File: config.mk
export PLATFORM = sky130hd
export DESIGN_NAME = ack_window_shaper
export DESIGN_NICKNAME = d
export VERILOG_FILES = /design/src/hdl/aws_pkg.sv /design/src/hdl/aws_scale_ctrl.sv /design/src/hdl/ack_window_shaper.sv
export SDC_FILE = /design/constraint.sdc
export NUM_CORES = 1
export LEC_CHECK = 0
export ABC_AREA = 1
export CORE_UTILIZATION = 34
export DETAILED_ROUTE_END_ITERATION = 10
export DONT_BUFFER_PORTS = 1
export PLACE_DENSITY = 0.59
export SLEW_MARGIN = 20
export SYNTH_ARGS = -nofsm -noshare
export SYNTH_HDL_FRONTEND = slang
export SYNTH_SLANG_ARGS = --single-unit
export TNS_END_PERCENT = 20
File: constraint.sdc
create_clock -name clk -period 7.72 [get_ports clk]
set_clock_uncertainty 0.2 [all_clocks]
set_input_delay 1.158 -clock clk [delete_from_list [all_inputs] [get_ports clk]]
set_output_delay 1.158 -clock clk [all_outputs]
set_load 0.005 [all_outputs]
File: src/hdl/aws_pkg.sv
// Shared types, codes, constants and the target table of the ACK window shaper.
package aws_pkg;

	// field widths
	localparam int STATE_W   = 3;
	localparam int SCORE_W   = 7;
	localparam int LOSS_W    = 16;
	localparam int WIN_W     = 16;
	localparam int VERDICT_W = 2;
	localparam int DUP_W     = 3;
	localparam int SCALE_W   = 7;
	localparam int CNT_W     = 2;
	localparam int CFG_IDX_W = 2;
	localparam int CFG_DAT_W = 16;
	localparam int STEP_W    = 7;
	localparam int PROD_W    = WIN_W + SCALE_W;

	// connection state codes
	localparam logic [STATE_W-1:0] ST_NORMAL     = 3'd0;
	localparam logic [STATE_W-1:0] ST_RAND_LOSS  = 3'd1;
	localparam logic [STATE_W-1:0] ST_DELAY_FLAT = 3'd2;
	localparam logic [STATE_W-1:0] ST_DELAY_RISE = 3'd3;
	localparam logic [STATE_W-1:0] ST_BURST_LOSS = 3'd4;
	localparam logic [STATE_W-1:0] ST_RECOVER    = 3'd5;

	// verdict codes
	localparam logic [VERDICT_W-1:0] VERDICT_SAME = 2'd0;
	localparam logic [VERDICT_W-1:0] VERDICT_MOD  = 2'd1;
	localparam logic [VERDICT_W-1:0] VERDICT_SUPP = 2'd2;

	// register indexes
	localparam logic [CFG_IDX_W-1:0] REG_MIN_WINDOW = 2'd0;
	localparam logic [CFG_IDX_W-1:0] REG_UP_STEP    = 2'd1;
	localparam logic [CFG_IDX_W-1:0] REG_DOWN_STEP  = 2'd2;

	// reset values
	localparam logic [WIN_W-1:0]   MIN_WINDOW_RST = 16'd4096;
	localparam logic [STEP_W-1:0]  UP_STEP_RST    = 7'd8;
	localparam logic [STEP_W-1:0]  DOWN_STEP_RST  = 7'd3;
	localparam logic [SCALE_W-1:0] SCALE_FULL     = 7'd100;

	// suppression rule
	localparam logic [SCORE_W-1:0] SUPP_SCORE = 7'd99;
	localparam logic [CNT_W-1:0]   SUPP_MAX   = 2'd2;

	// loss cap rule
	localparam logic [SCORE_W-1:0] CAP_SCORE = 7'd70;
	localparam logic [SCALE_W-1:0] CAP_SCALE = 7'd55;

	// duplicate ACK thresholds
	localparam logic [DUP_W-1:0] DUP_LOSSY = 3'd5;
	localparam logic [DUP_W-1:0] DUP_BASE  = 3'd3;

	// divide by 100: floor(p * DIV_MULT / 2^DIV_SHIFT), exact for p < 2^23
	localparam int              DIV_SHIFT = 30;
	localparam int              RECIP_W   = 24;
	localparam logic [RECIP_W-1:0] DIV_MULT = 24'd10737419;
	localparam int              FULL_W    = PROD_W + RECIP_W;

	// decision made for one ACK in the input stage
	typedef struct packed {
		logic               suppress;
		logic [SCALE_W-1:0] scale;
		logic [CNT_W-1:0]   cnt;
		logic [DUP_W-1:0]   dup;
	} decision_t;

	// per-state target scale, with the loss cap
	function automatic logic [SCALE_W-1:0] pick_target(
		input logic [STATE_W-1:0] st,
		input logic [SCORE_W-1:0] score,
		input logic [LOSS_W-1:0]  loss
	);
		logic [SCALE_W-1:0] t;
		unique case (st)
			ST_NORMAL:
				t = (loss > 16'd5) ? 7'd80 : (score > 7'd40) ? 7'd90 : 7'd100;
			ST_RAND_LOSS:
				t = (loss > 16'd15) ? 7'd65 : (loss > 16'd8) ? 7'd75 :
				    (loss > 16'd3) ? 7'd85 : 7'd95;
			ST_DELAY_FLAT:
				t = (score > 7'd60) ? 7'd80 : 7'd90;
			ST_DELAY_RISE:
				t = (score >= 7'd90) ? 7'd40 : (score >= 7'd70) ? 7'd55 :
				    (score >= 7'd50) ? 7'd65 : 7'd80;
			ST_BURST_LOSS:
				t = (score >= 7'd95) ? 7'd30 : (score >= 7'd80) ? 7'd40 :
				    (score >= 7'd60) ? 7'd50 : 7'd60;
			ST_RECOVER:
				t = 7'd65;
			default:
				t = SCALE_FULL;
		endcase
		if (loss != '0 && score > CAP_SCORE && t > CAP_SCALE) begin
			t = CAP_SCALE;
		end
		return t;
	endfunction

endpackage

File: src/hdl/aws_scale_ctrl.sv
// Suppression decision, target pick and step-limited scale update for one ACK.
module aws_scale_ctrl (
	input  logic [aws_pkg::STATE_W-1:0] conn_state,
	input  logic [aws_pkg::SCORE_W-1:0] cong_level,
	input  logic [aws_pkg::LOSS_W-1:0]  loss_count,
	input  logic [aws_pkg::SCALE_W-1:0] scale_in,
	input  logic [aws_pkg::CNT_W-1:0]   cur_cnt,
	input  logic [aws_pkg::STEP_W-1:0]  up_step,
	input  logic [aws_pkg::STEP_W-1:0]  down_step,
	output aws_pkg::decision_t          dec
);
	import aws_pkg::*;

	logic               supp;
	logic [SCALE_W-1:0] target;
	logic [SCALE_W-1:0] base;
	logic [SCALE_W-1:0] diff;
	logic [SCALE_W-1:0] moved;

	// drop the ACK in heavy burst loss, at most two in a row
	assign supp   = (conn_state == ST_BURST_LOSS) && (cur_cnt < SUPP_MAX) &&
	                (cong_level >= SUPP_SCORE);
	assign target = pick_target(conn_state, cong_level, loss_count);
	assign base   = (scale_in == '0) ? SCALE_FULL : scale_in;

	// advance toward the target, clamped by the step registers
	always_comb begin
		diff  = '0;
		moved = base;
		if (target > base) begin
			diff  = target - base;
			moved = base + ((diff > up_step) ? up_step : diff);
		end else if (target < base) begin
			diff  = base - target;
			moved = base - ((diff > down_step) ? down_step : diff);
		end
	end

	// pack the decision
	always_comb begin
		dec.suppress = supp;
		dec.scale    = supp ? scale_in : moved;
		if (supp) begin
			dec.cnt = cur_cnt + CNT_W'(1);
		end else if (conn_state == ST_NORMAL) begin
			dec.cnt = '0;
		end else begin
			dec.cnt = cur_cnt;
		end
		dec.dup = (!supp && conn_state == ST_RAND_LOSS) ? DUP_LOSSY : DUP_BASE;
	end

endmodule

File: src/hdl/ack_window_shaper.sv
// Top level of the ACK window shaper: config registers, state and the result pipeline.
//
//  channel | direction | handshake          | payload
//  --------+-----------+--------------------+-------------------------------------------
//  in      | sink      | in_valid/in_stall  | conn_state cong_level loss_count window_in
//  out     | source    | out_valid/out_stall| verdict window_out dup_threshold scale_out
//  cfg     | sink      | cfg_valid/cfg_ready| cfg_index cfg_data
//
// One ACK is taken every cycle unless in_stall is high; its result goes through all the
// stages in order to the out port. The five stages are: input register, scale register,
// window-times-scale product, reciprocal divide by 100, clamp and output register.
// Reset loads the register defaults, a scale of 100, a suppress count of zero and
// empties the pipeline. A stalled output keeps taking ACKs until every stage holds one.
module ack_window_shaper (
	input  logic                          clk,
	input  logic                          arst_n,
	input  logic                          in_valid,
	output logic                          in_stall,
	input  logic [aws_pkg::STATE_W-1:0]   conn_state,
	input  logic [aws_pkg::SCORE_W-1:0]   cong_level,
	input  logic [aws_pkg::LOSS_W-1:0]    loss_count,
	input  logic [aws_pkg::WIN_W-1:0]     window_in,
	output logic                          out_valid,
	input  logic                          out_stall,
	output logic [aws_pkg::VERDICT_W-1:0] verdict,
	output logic [aws_pkg::WIN_W-1:0]     window_out,
	output logic [aws_pkg::DUP_W-1:0]     dup_threshold,
	output logic [aws_pkg::SCALE_W-1:0]   scale_out,
	input  logic                          cfg_valid,
	output logic                          cfg_ready,
	input  logic [aws_pkg::CFG_IDX_W-1:0] cfg_index,
	input  logic [aws_pkg::CFG_DAT_W-1:0] cfg_data
);
	import aws_pkg::*;

	// config and state
	logic [WIN_W-1:0]   min_window_q;
	logic [STEP_W-1:0]  up_step_q;
	logic [STEP_W-1:0]  down_step_q;
	logic [SCALE_W-1:0] scale_q;
	logic [CNT_W-1:0]   supp_cnt_q;

	// stage valids and load enables
	logic v_s1, v_s2, v_s3, v_s4, v_s5;
	logic rdy1, rdy2, rdy3, rdy4, rdy5;

	// stage 1: captured ACK
	logic [STATE_W-1:0] st_s1;
	logic [SCORE_W-1:0] score_s1;
	logic [LOSS_W-1:0]  loss_s1;
	logic [WIN_W-1:0]   win_s1;

	// stage 2..4 payload
	logic               supp_s2, supp_s3, supp_s4;
	logic [SCALE_W-1:0] scale_s2, scale_s3, scale_s4;
	logic [DUP_W-1:0]   dup_s2, dup_s3, dup_s4;
	logic [WIN_W-1:0]   win_s2, win_s3, win_s4;
	logic [PROD_W-1:0]  prod_s3;
	logic [WIN_W-1:0]   quo_s4;

	// stage 5: output register
	logic [VERDICT_W-1:0] verdict_s5;
	logic [WIN_W-1:0]     win_out_s5;
	logic [DUP_W-1:0]     dup_s5;
	logic [SCALE_W-1:0]   scale_s5;

	decision_t          dec;
	logic [FULL_W-1:0]  recip_full;
	logic [WIN_W-1:0]   clamped;

	// stage can load when empty or when its content moves on
	assign rdy5     = !v_s5 || !out_stall;
	assign rdy4     = !v_s4 || rdy5;
	assign rdy3     = !v_s3 || rdy4;
	assign rdy2     = !v_s2 || rdy3;
	assign rdy1     = !v_s1 || rdy2;
	assign in_stall = !rdy1;

	assign cfg_ready = 1'b1;

	// config register writes
	always_ff @(posedge clk or negedge arst_n) begin
		if (!arst_n) begin
			min_window_q <= MIN_WINDOW_RST;
			up_step_q    <= UP_STEP_RST;
			down_step_q  <= DOWN_STEP_RST;
		end else if (cfg_valid && cfg_ready) begin
			unique case (cfg_index)
				REG_MIN_WINDOW: min_window_q <= cfg_data;
				REG_UP_STEP:    up_step_q    <= cfg_data[STEP_W-1:0];
				REG_DOWN_STEP:  down_step_q  <= cfg_data[STEP_W-1:0];
				default:        ;
			endcase
		end
	end

	aws_scale_ctrl u_ctrl (
		.conn_state (st_s1),
		.cong_level (score_s1),
		.loss_count (loss_s1),
		.scale_in   (scale_q),
		.cur_cnt    (supp_cnt_q),
		.up_step    (up_step_q),
		.down_step  (down_step_q),
		.dec        (dec)
	);

	// commit the scale and suppress count as the ACK leaves stage 1
	always_ff @(posedge clk or negedge arst_n) begin
		if (!arst_n) begin
			scale_q    <= SCALE_FULL;
			supp_cnt_q <= '0;
		end else if (v_s1 && rdy2) begin
			scale_q    <= dec.scale;
			supp_cnt_q <= dec.cnt;
		end
	end

	// advance stage valids
	always_ff @(posedge clk or negedge arst_n) begin
		if (!arst_n) begin
			v_s1 <= 1'b0;
			v_s2 <= 1'b0;
			v_s3 <= 1'b0;
			v_s4 <= 1'b0;
			v_s5 <= 1'b0;
		end else begin
			if (rdy1) begin
				v_s1 <= in_valid;
			end
			if (rdy2) begin
				v_s2 <= v_s1;
			end
			if (rdy3) begin
				v_s3 <= v_s2;
			end
			if (rdy4) begin
				v_s4 <= v_s3;
			end
			if (rdy5) begin
				v_s5 <= v_s4;
			end
		end
	end

	assign recip_full = FULL_W'(prod_s3) * FULL_W'(DIV_MULT);
	assign clamped    = (quo_s4 < min_window_q) ? min_window_q : quo_s4;

	// advance stage payloads
	always_ff @(posedge clk) begin
		if (rdy1 && in_valid) begin
			st_s1    <= conn_state;
			score_s1 <= cong_level;
			loss_s1  <= loss_count;
			win_s1   <= window_in;
		end
		if (rdy2 && v_s1) begin
			supp_s2  <= dec.suppress;
			scale_s2 <= dec.scale;
			dup_s2   <= dec.dup;
			win_s2   <= win_s1;
		end
		if (rdy3 && v_s2) begin
			supp_s3  <= supp_s2;
			scale_s3 <= scale_s2;
			dup_s3   <= dup_s2;
			win_s3   <= win_s2;
			prod_s3  <= PROD_W'(win_s2) * PROD_W'(scale_s2);
		end
		if (rdy4 && v_s3) begin
			supp_s4  <= supp_s3;
			scale_s4 <= scale_s3;
			dup_s4   <= dup_s3;
			win_s4   <= win_s3;
			quo_s4   <= recip_full[DIV_SHIFT +: WIN_W];
		end
		if (rdy5 && v_s4) begin
			scale_s5 <= scale_s4;
			dup_s5   <= dup_s4;
			if (supp_s4) begin
				verdict_s5 <= VERDICT_SUPP;
				win_out_s5 <= win_s4;
			end else begin
				verdict_s5 <= (clamped != win_s4) ? VERDICT_MOD : VERDICT_SAME;
				win_out_s5 <= clamped;
			end
		end
	end

	assign out_valid     = v_s5;
	assign verdict       = verdict_s5;
	assign window_out    = win_out_s5;
	assign dup_threshold = dup_s5;
	assign scale_out     = scale_s5;

	// suppression never runs past two in a row
	a_supp_cnt: assert property (@(posedge clk) disable iff (!arst_n)
		supp_cnt_q <= SUPP_MAX)
		else $error("suppress count above limit");

	// smoothed scale stays a valid percentage
	a_scale_range: assert property (@(posedge clk) disable iff (!arst_n)
		scale_q <= SCALE_FULL)
		else $error("smoothed scale above 100");

	// input stalls only when stage 1 is occupied and blocked
	a_stall_full: assert property (@(posedge clk) disable iff (!arst_n)
		in_stall |-> (v_s1 && v_s2 && v_s3 && v_s4 && v_s5))
		else $error("input stalled with an empty stage");

	// scaling by at most 100 percent never grows the window
	a_quo_bound: assert property (@(posedge clk) disable iff (!arst_n)
		v_s4 |-> (quo_s4 <= win_s4))
		else $error("divide result exceeds input window");

endmodule

# After elaboration in Yosys (flattened, before gate mapping)

Cells that the tools add are included.

Output and inout port bits: 31
Word-level logic and storage cells: 126
Input port bits: 65
Bits in registers: 234

Multipliers: 2
Reduce and logical (&&, ||, !) cells: 32
Order comparisons: 21
Equal/unequal tests: 8
Add/sub/neg operators: 5
Muxes and demuxes: 26

Operators by type and width:

| cell                                                                   | number |
|---|---|
| 7-bit 2-to-1 mux                                                       | 14 |
| 23-bit by 24-bit multiplier with 46-bit output (second input constant) | 1 |
| 7-bit case mux with 6 select lines                                     | 1 |
| 7-bit >= comparator (second input constant)                            | 5 |
| 16-bit by 4-bit > comparator with 1-bit output (second input constant) | 2 |
| 16-bit 2-to-1 mux                                                      | 2 |
| 16-bit by 7-bit multiplier with 23-bit output                          | 1 |
| 7-bit by 6-bit > comparator with 1-bit output (second input constant)  | 3 |
| 7-bit > comparator                                                     | 3 |
| 7-bit subtractor                                                       | 3 |
| 16-bit by 2-bit > comparator with 1-bit output (second input constant) | 1 |
| 16-bit by 3-bit > comparator with 1-bit output (second input constant) | 1 |
| 16-bit < comparator                                                    | 1 |
| 16-bit inequality test                                                 | 1 |
| 16-bit nonzero test                                                    | 1 |
| 7-bit by 6-bit >= comparator with 1-bit output (second input constant) | 2 |
| 4-bit 2-to-1 mux                                                       | 3 |
| 1-bit logical AND                                                      | 10 |
| 1-bit zero test                                                        | 8 |
| 2-bit AND reduction                                                    | 4 |
| 7-bit adder                                                            | 1 |
| 7-bit > comparator (second input constant)                             | 1 |
| 7-bit zero test                                                        | 1 |
| 7-bit < comparator                                                     | 1 |
| other kinds (16)                                                       | 23 |

# Depth between registers and ports, before layout

Gate-level depths: netlist (run 1).

Depth after elaboration: 15
Gate-level depth with buffers: 49

# By module

From an unflattened synthesis (run 1), not the netlist that was laid out.

Cells, all modules: 2612
Area total of the unflattened synthesis: 24232.0 um^2

Modules (own cells, without submodules):

| module            | area each (um^2) | times used | cells an instance | sequential area each (um^2) |
|---|---|---|---|---|
| ack_window_shaper | 21802.2          | 1          | 2179              | 6815.3 |
| aws_scale_ctrl    | 2429.8           | 1          | 433               | 0.0 |

# Worst setup path before layout (run 1)

OpenSTA, ideal clock, no wires.

Path type: reg2reg
From: register prod_s3[6]
To: register quo_s4[12] (data pin)
Arrival: 5.485 ns
Path slack: 1.777 ns
Stages on the path, launching flop included: 22
Clock period less this slack: 5.943 ns
Cell sequence: edfxtp_1 fa_1 inv_1 fa_1 inv_1 fa_1 inv_1 fa_1 fa_1 fa_1 inv_1 fa_1 ha_1 a21oi_1 inv_1 a31oi_1 o21ai_0 a21oi_1 o21ai_1 nand3_1 nand2_1 xor2_1

Word-level cells in the longest chain between the ends: 1

Ends and longest elaborated chain:

| what                                           | line                     | source |
|---|---|---|
| start, declared                                | ack_window_shaper.sv:58  | `logic [PROD_W-1:0] prod_s3;` |
| start signal, assigned                         | ack_window_shaper.sv:168 | `prod_s3 <= PROD_W'(win_s2) * PROD_W'(scale_s2);` |
| 23-bit by 24-bit multiplier with 46-bit output | ack_window_shaper.sv:146 | `assign recip_full = FULL_W'(prod_s3) * FULL_W'(DIV_MULT);` |
| named net recip_full[42]                       | ack_window_shaper.sv:68  | `logic [FULL_W-1:0] recip_full;` |
| end signal, assigned                           | ack_window_shaper.sv:175 | `quo_s4 <= recip_full[DIV_SHIFT +: WIN_W];` |
| end, declared                                  | ack_window_shaper.sv:59  | `logic [WIN_W-1:0] quo_s4;` |

The timed path passes the listed nets, and every way through them passes these cells.
A chain may end at the register's enable or synchronous reset.

# Worst setup path in the final report (run 1)

From: register prod_s3[12]
To: register quo_s4[11] (data pin)

Same word-level chain as after synthesis.

==> results.cfg, run 1 <==
[status]
outcome = completed

[drt]
wl_per_cell_um = 16.4
drc_errors = 0
via_per_inst = 4.72
dr_total_vias = 16300
wirelength_um = 56800
first_pass_iters = 7
drt_iter0_drc = 1058
drtAntennaViolNets = 0

[layout]
layout-drive-gt1-share_pct = 3.69
area_delta_synth_final_pct = 8.10
nets = 3167
final_common_cell = inv_1
fillers = 6948
layout_common_cells = inv_1 (565), nand2_1 (443), ha_1 (331)
antenna_cells = 0

[critical_path]
cp_common_cell = fa_1
path_cells = fa_1 > inv_1 > fa_1 > inv_1 > fa_1 > fa_1 > inv_1 > fa_1 > inv_1 > fa_1 > fa_1 > ha_1 > nand2_1 > nand2_1 > a31oi_1 > o21ai_0 > a221oi_1 > nand3_1 > xor2_1
rr_startpoint = prod_s3[12]
worst-path-buf-inv = 4
rrSetupSlack_ns = 1.22
path_max_fanout = 7
critical_path_required_ns = 7.81
critPathMaxStageDelay_ns = 0.61
cp-start-kind = flip-flop
r2r_end = quo_s4[11]
end_kind = flip-flop
slowest_stage = fa_1
cp_top_family = adder cells
reg2reg_depth = 19
worstSetupPathType = flip-flop to flip-flop
arrival_ns = 6.59

[floorplan]
die_w_um = 266
fp.dieArea_um2 = 70800
fp-row-count = 96
die_h_um = 266
core_um2 = 68800
boundaryPins = 96
start_util_pct = 34.4

[clock_tree]
cts_buffer_depth = 3
cts_buffers = 27
clk_pin_slew_worst_paths_ns = 0.06
ctsResizeCount = 0
clock_latency_ns = 0.57
htree_levels = 1
cts_hold_buf = 0
cts_setup_buffers = 0
cts.sinks = 230
cts_tree = built
cts_root_buf = clkbuf_16

[yosys]
yosysWarningCount = 0
yosysSeqAreaShare_pct = 28.2
yosysTopAreaCell = edfxtp_1
yosysTopAreaCellShare_pct = 23.6
yosys_most_used_dff = edfxtp_1
synth_edf_count = 186
ys_top_cells_by_area = edfxtp_1 (24%), fa_1 (23%), ha_1 (17%), inv_1 (9.0%), nand2_1 (7.0%)
ys_types = 54
synthArstFlopShare_pct = 19.1
ys_ff_latch = 230
avgSynthCellArea_um2 = 9.44
syn-instance-count = 2512
syn-cell-area_um2 = 23700

[min_path]
min_path_type = input pin to async pin

[place]
io_buffers = 0
routabilityCongestion = 0.930
dp_hpwl_um = 48300

[sta]
tns_ns = 0
max_freq_ghz = 0.154
finalSetupViolCount = 0
finalCriticalPeriod_ns = 6.50
finalMaxSlewViolations = 0
hold_viol = 0
max_slew_margin_pct = 27.8
fin_crit_sh_pct = 84.2
tightest_slew_ns = 1.08
rsz0062_at_grt = false

[grt]
grt_pass1_vias = 16600
grt_max_degree = 45
grt_pass1_wl_um = 90700
grtUsageTotal_pct = 16.5
grt_antenna_before_repair = 1
grt-ovfl-total = 0

[run]
drv_cap = 0
worst max path at each step:
| stage | start | end | slack (ns) | depth (start not counted) |
|---|---|---|---|---|
| 2_1_floorplan | prod_s3[6] | quo_s4[12] | 1.78 | 21 |
| 3_3_place_gp | prod_s3[12] | quo_s4[11] | 1.27 | 19 |
| 3_5_place_dp | prod_s3[13] | quo_s4[11] | 1.20 | 19 |
| 4_1_cts | prod_s3[13] | quo_s4[11] | 1.17 | 19 |
| 5_1_grt | score_s1[6] | scale_s2[6] | 0.70 | 43 |
| 6_report | prod_s3[12] | quo_s4[11] | 1.22 | 19 |
layout make-up:
class	count	area (um^2)	share of cell area, %
clock buffer	35	736	2.87
clock inverter	14	169	0.659
inverter	571	2140	8.37
multi-input combinational	1669	14700	57.2
sequential	230	6700	26.1
tap	931	1160	4.55
timing repair buffer	4	50.0	0.195
through the flow:
stage | utilization [%] | worst slack (ns) | std cells | hold slack [ns] | area [um^2]
after floorplan | - | 1.78 | 2513 | 0.200 | 23700
after global placement | 35.9 | 1.27 | 3404 | 0.200 | 24700
after detailed placement | 35.9 | 1.20 | 3404 | 0.205 | 24700
after CTS | 37.2 | 1.17 | 3453 | 0.0538 | 25600
after global routing | 37.2 | 0.695 | 3454 | 0.0576 | 25600
final | 37.2 | 1.22 | 3454 | 0.0815 | 25600
cells by family (layout without fill, tap and decap cells):
kind of cell	after synthesis	count (layout)	synth area share, %
flip-flops	230	230	28.2
XOR/XNOR	55	55	2.03
AND/OR/NAND/NOR	715	715	12.5
buffers and inverters	614	624	10.0
AO/OA/AOI/OAI	298	298	7.02
adder cells (fa/ha/maj)	599	599	40.1
other	1	2	0.0158
routing by layer:
metal  vias up  part of all wire (%)  global-route usage, %
met4         0                   2.0                   3.45
met5         -                     0                      0
met2       356                    45                   26.5
met1      7922                    48                   23.3
li1       7959                     -                      -
met3        55                   5.4                   2.50
cells in the mapped netlist, drive strengths merged (8+ instances only):
library cell,instances
nor2,143
a21oi,128
nor3,10
dfrtp,37
fa,268
nand3,86
ha,331
a31oi,17
o21ai,109
buf,14
clkbuf,29
a21o,8
edfxtp,186
xor2,39
inv,571
xnor2,16
nand4,14
nand2,446
registers in the layout, indices dropped and copies added (netlist names), 16 cells and up:
register	count
quo_s4	16
win_s1	16
win_s4	16
min_window_q	16
loss_s1	16
win_s2	16
prod_s3	23
window_out	16
win_s3	16
Power of run 1 is left out: the tool's default activity adds up to more than one toggle a clock period on the data nets, which glitch-free logic cannot reach.
==> inputs of run 2 (changes only) <==
Settings changed: ABC_AREA 1 to 0.
Clock period 7.72 ns to 6.2 ns, I/O delays scaled along.
==> run 2 against run 1 <==
Against the previous run:
- critical path depth grew 12
- fmax is 3.6% lower
- the run now ends with negative setup slack left
- final area is 5.9% higher
- global-route usage up 0.57 points
- worst hold slack better by 0.13 ns
- synthesized cell count is 18% lower
- final cell count decreased by 7.2%
- area after synthesis shrank 4.8%
- sequential share of layout area shrank 1.4 points
- largest cell class unchanged
- first-iteration DRC count is 39% lower
- critical path type unchanged
- utilization grew 4.0 points
- routed wire length about the same
==> results.cfg, run 2 <==
[status]
outcome = finished with violations
violations = negative setup slack

[critical_path]
cp_common_cell = a21oi_2
cp-start-kind = flip-flop
worstSetupPathType = flip-flop to flip-flop
worst-path-buf-inv = 2
critPathMaxStageDelay_ns = 0.46
end_kind = flip-flop
arrival_ns = 6.84
cp_top_family = compound AO/OA/AOI/OAI gates
critical_path_required_ns = 6.30
path_max_fanout = 6
slowest_stage = or4_4

[yosys]
yosysSeqAreaShare_pct = 29.7
yosysTopAreaCellShare_pct = 24.7
netlist_top_cells_count = inv_1 (397), ha_1 (331), fa_1 (268)
synthArstFlopShare_pct = 19.1
synthXorXnorAreaFrac_pct = 2.95
post-synth-top-count-cell = inv_1
synth_mux_area_share_pct = 1.27
synth_fa_ha_area_share_pct = 42.1
ys_types = 69
avgSynthCellArea_um2 = 11.0
ys_top_cells_by_area = edfxtp_1 (25%), fa_1 (24%), ha_1 (18%), inv_1 (6.6%), dfrtp_1 (4.1%)
synth_edf_count = 186
syn-instance-count = 2055
ys_ff_latch = 230
synth_compound_area_share_pct = 8.25
synth_top_family_by_area = adder cells
yosysTopAreaCell = edfxtp_1
yosysWarningCount = 0
yosys_most_used_dff = edfxtp_1
syn-cell-area_um2 = 22600
yosys.area_share.simple_pct = 8.54

[drt]
wl_per_cell_um = 17.7
dr_total_vias = 15500
wl_met2_um = 28200
drt_iter0_drc = 650
first_pass_iters = 5
drc_errors = 0
via_per_inst = 4.83
drtAntennaViolNets = 0
dr.max_layer_used = met5
wirelength_um = 56800
met3WireLength_um = 2090
m1WireLength_um = 25400

[clock_tree]
clock_latency_ns = 0.57
cts_buffers = 28
clk_pin_slew_worst_paths_ns = 0.06
cts_buffer_depth = 3
cts_tree = built
cts_root_buf = clkbuf_16
cts.sinks = 230
htree_levels = 1

[floorplan]
start_util_pct = 34.3
die_h_um = 260
fp-row-count = 94
die_w_um = 260
core_um2 = 65700
boundaryPins = 96
fp.dieArea_um2 = 67400

[sta]
max_freq_ghz = 0.148
finalCriticalPeriod_ns = 6.74
hold_slack_ns = 0.214
hold_viol = 0
finalMaxSlewViolations = 0
max_slew_margin_pct = 38.9
finalWorstSetupSlack_ns = -0.544
fin_crit_sh_pct = 109
finalSetupViolCount = 25
tightest_slew_ns = 0.917
rsz0062_at_grt = true

[layout]
layout-drive-gt1-share_pct = 19.1
regMostFlops = prod_s3
seq_area_um2 = 6700
multi_input_area_um2 = 14900
nets = 2981
layout_common_cells = inv_1 (393), ha_1 (316), buf_4 (259)
largest_register_ff_count = 23
fillers = 6126
final_common_cell = inv_1
area_delta_synth_final_pct = 20.1

[grt]
grt_max_degree = 50
grt_antenna_before_repair = 5
grtUsageTotal_pct = 17.0
grt_pass1_vias = 16600
grt_pass1_wl_um = 89900
grt-ovfl-total = 0

[place]
routabilityCongestion = 0.944
dp_hpwl_um = 47200
io_buffers = 0

[run]
drv_cap = 0

[min_path]
min_path_type = flip-flop to flip-flop
## run 2: path summary, 6_finish.rpt
check                      startpoint  slack [ns]  cells past startpoint        endpoint
setup reg to reg           loss_s1[4]       -0.54                     31     scale_s2[5]
hold / removal              dup_s2[1]        0.21                      0       dup_s3[1]
setup / recovery           loss_s1[4]       -0.54                     31     scale_s2[5]
min in group asynchronous      arst_n        0.68                      2  down_step_q[2]
max in group asynchronous      arst_n        4.82                      2      scale_q[2]
hold reg to reg             dup_s2[1]        0.21                      0       dup_s3[1]
## run 2: through the flow
stage | setup TNS, ns | cells | util [%] | instance area, um^2 | worst slack (ns)
after floorplan | -0.224 | 2056 | - | 22700 | -0.167
after global placement | -7.71 | 3114 | 38.6 | 25400 | -0.532
after detailed placement | -10.45 | 3114 | 38.6 | 25400 | -0.683
after CTS | -5.38 | 3190 | 40.7 | 26800 | -0.507
after global routing | -13.96 | 3204 | 41.3 | 27100 | -0.897
final | -6.68 | 3204 | 41.3 | 27100 | -0.544
## run 2: timing repair
item	CTS	global route
hold endpoints to repair	44	0
pin swaps	29	39
setup buffers	22	14
resized for setup	55	48
endpoints found under the setup margin	28	28
hold buffers	2	0
gates cloned	0	0
## run 2: area by class of cell
type | instances | share of cell area (%)
multi-input cells | 1394 | 54.8
flip-flops and latches | 230 | 24.7
repair buffers | 265 | 7.59
inverters | 398 | 5.51
well taps | 864 | 3.99
clock buffers | 35 | 2.80
clock inverters | 17 | 0.609
diodes | 1 | 0.00923
## run 2: worst reg2reg max path: cells and delay by family, from the launching register on
| kind | cells | cell delay (ns) |
|---|---|---|
| xor gates and xnor gates | 2 | 0.20 |
| and+or+nand+nor | 7 | 1.46 |
| muxes | 1 | 0.28 |
| AOI/OAI and AO/OA | 16 | 2.83 |
| adders and majority gates | 3 | 0.85 |
| DFF | 1 | 0.38 |
| buffers and inverters | 2 | 0.30 |
## run 2: cells by family after synthesis
| group | after synthesis |
|---|---|
| XOR/XNOR | 76 |
| AND/OR/NAND/NOR | 399 |
| AO/OA/AOI/OAI | 292 |
| multiplexers | 26 |
| other | 1 |
| buffers and inverters | 432 |
| adder cells (fa/ha/maj) | 599 |
| flip-flops | 230 |
## run 2: metal layers
metal,vias up,GRT usage [%]
li1,7413,-
met1,7732,22.2
met2,269,30.1
met3,67,2.34
met4,8,3.30
met5,-,0
Power of run 2 is left out for the same reason.
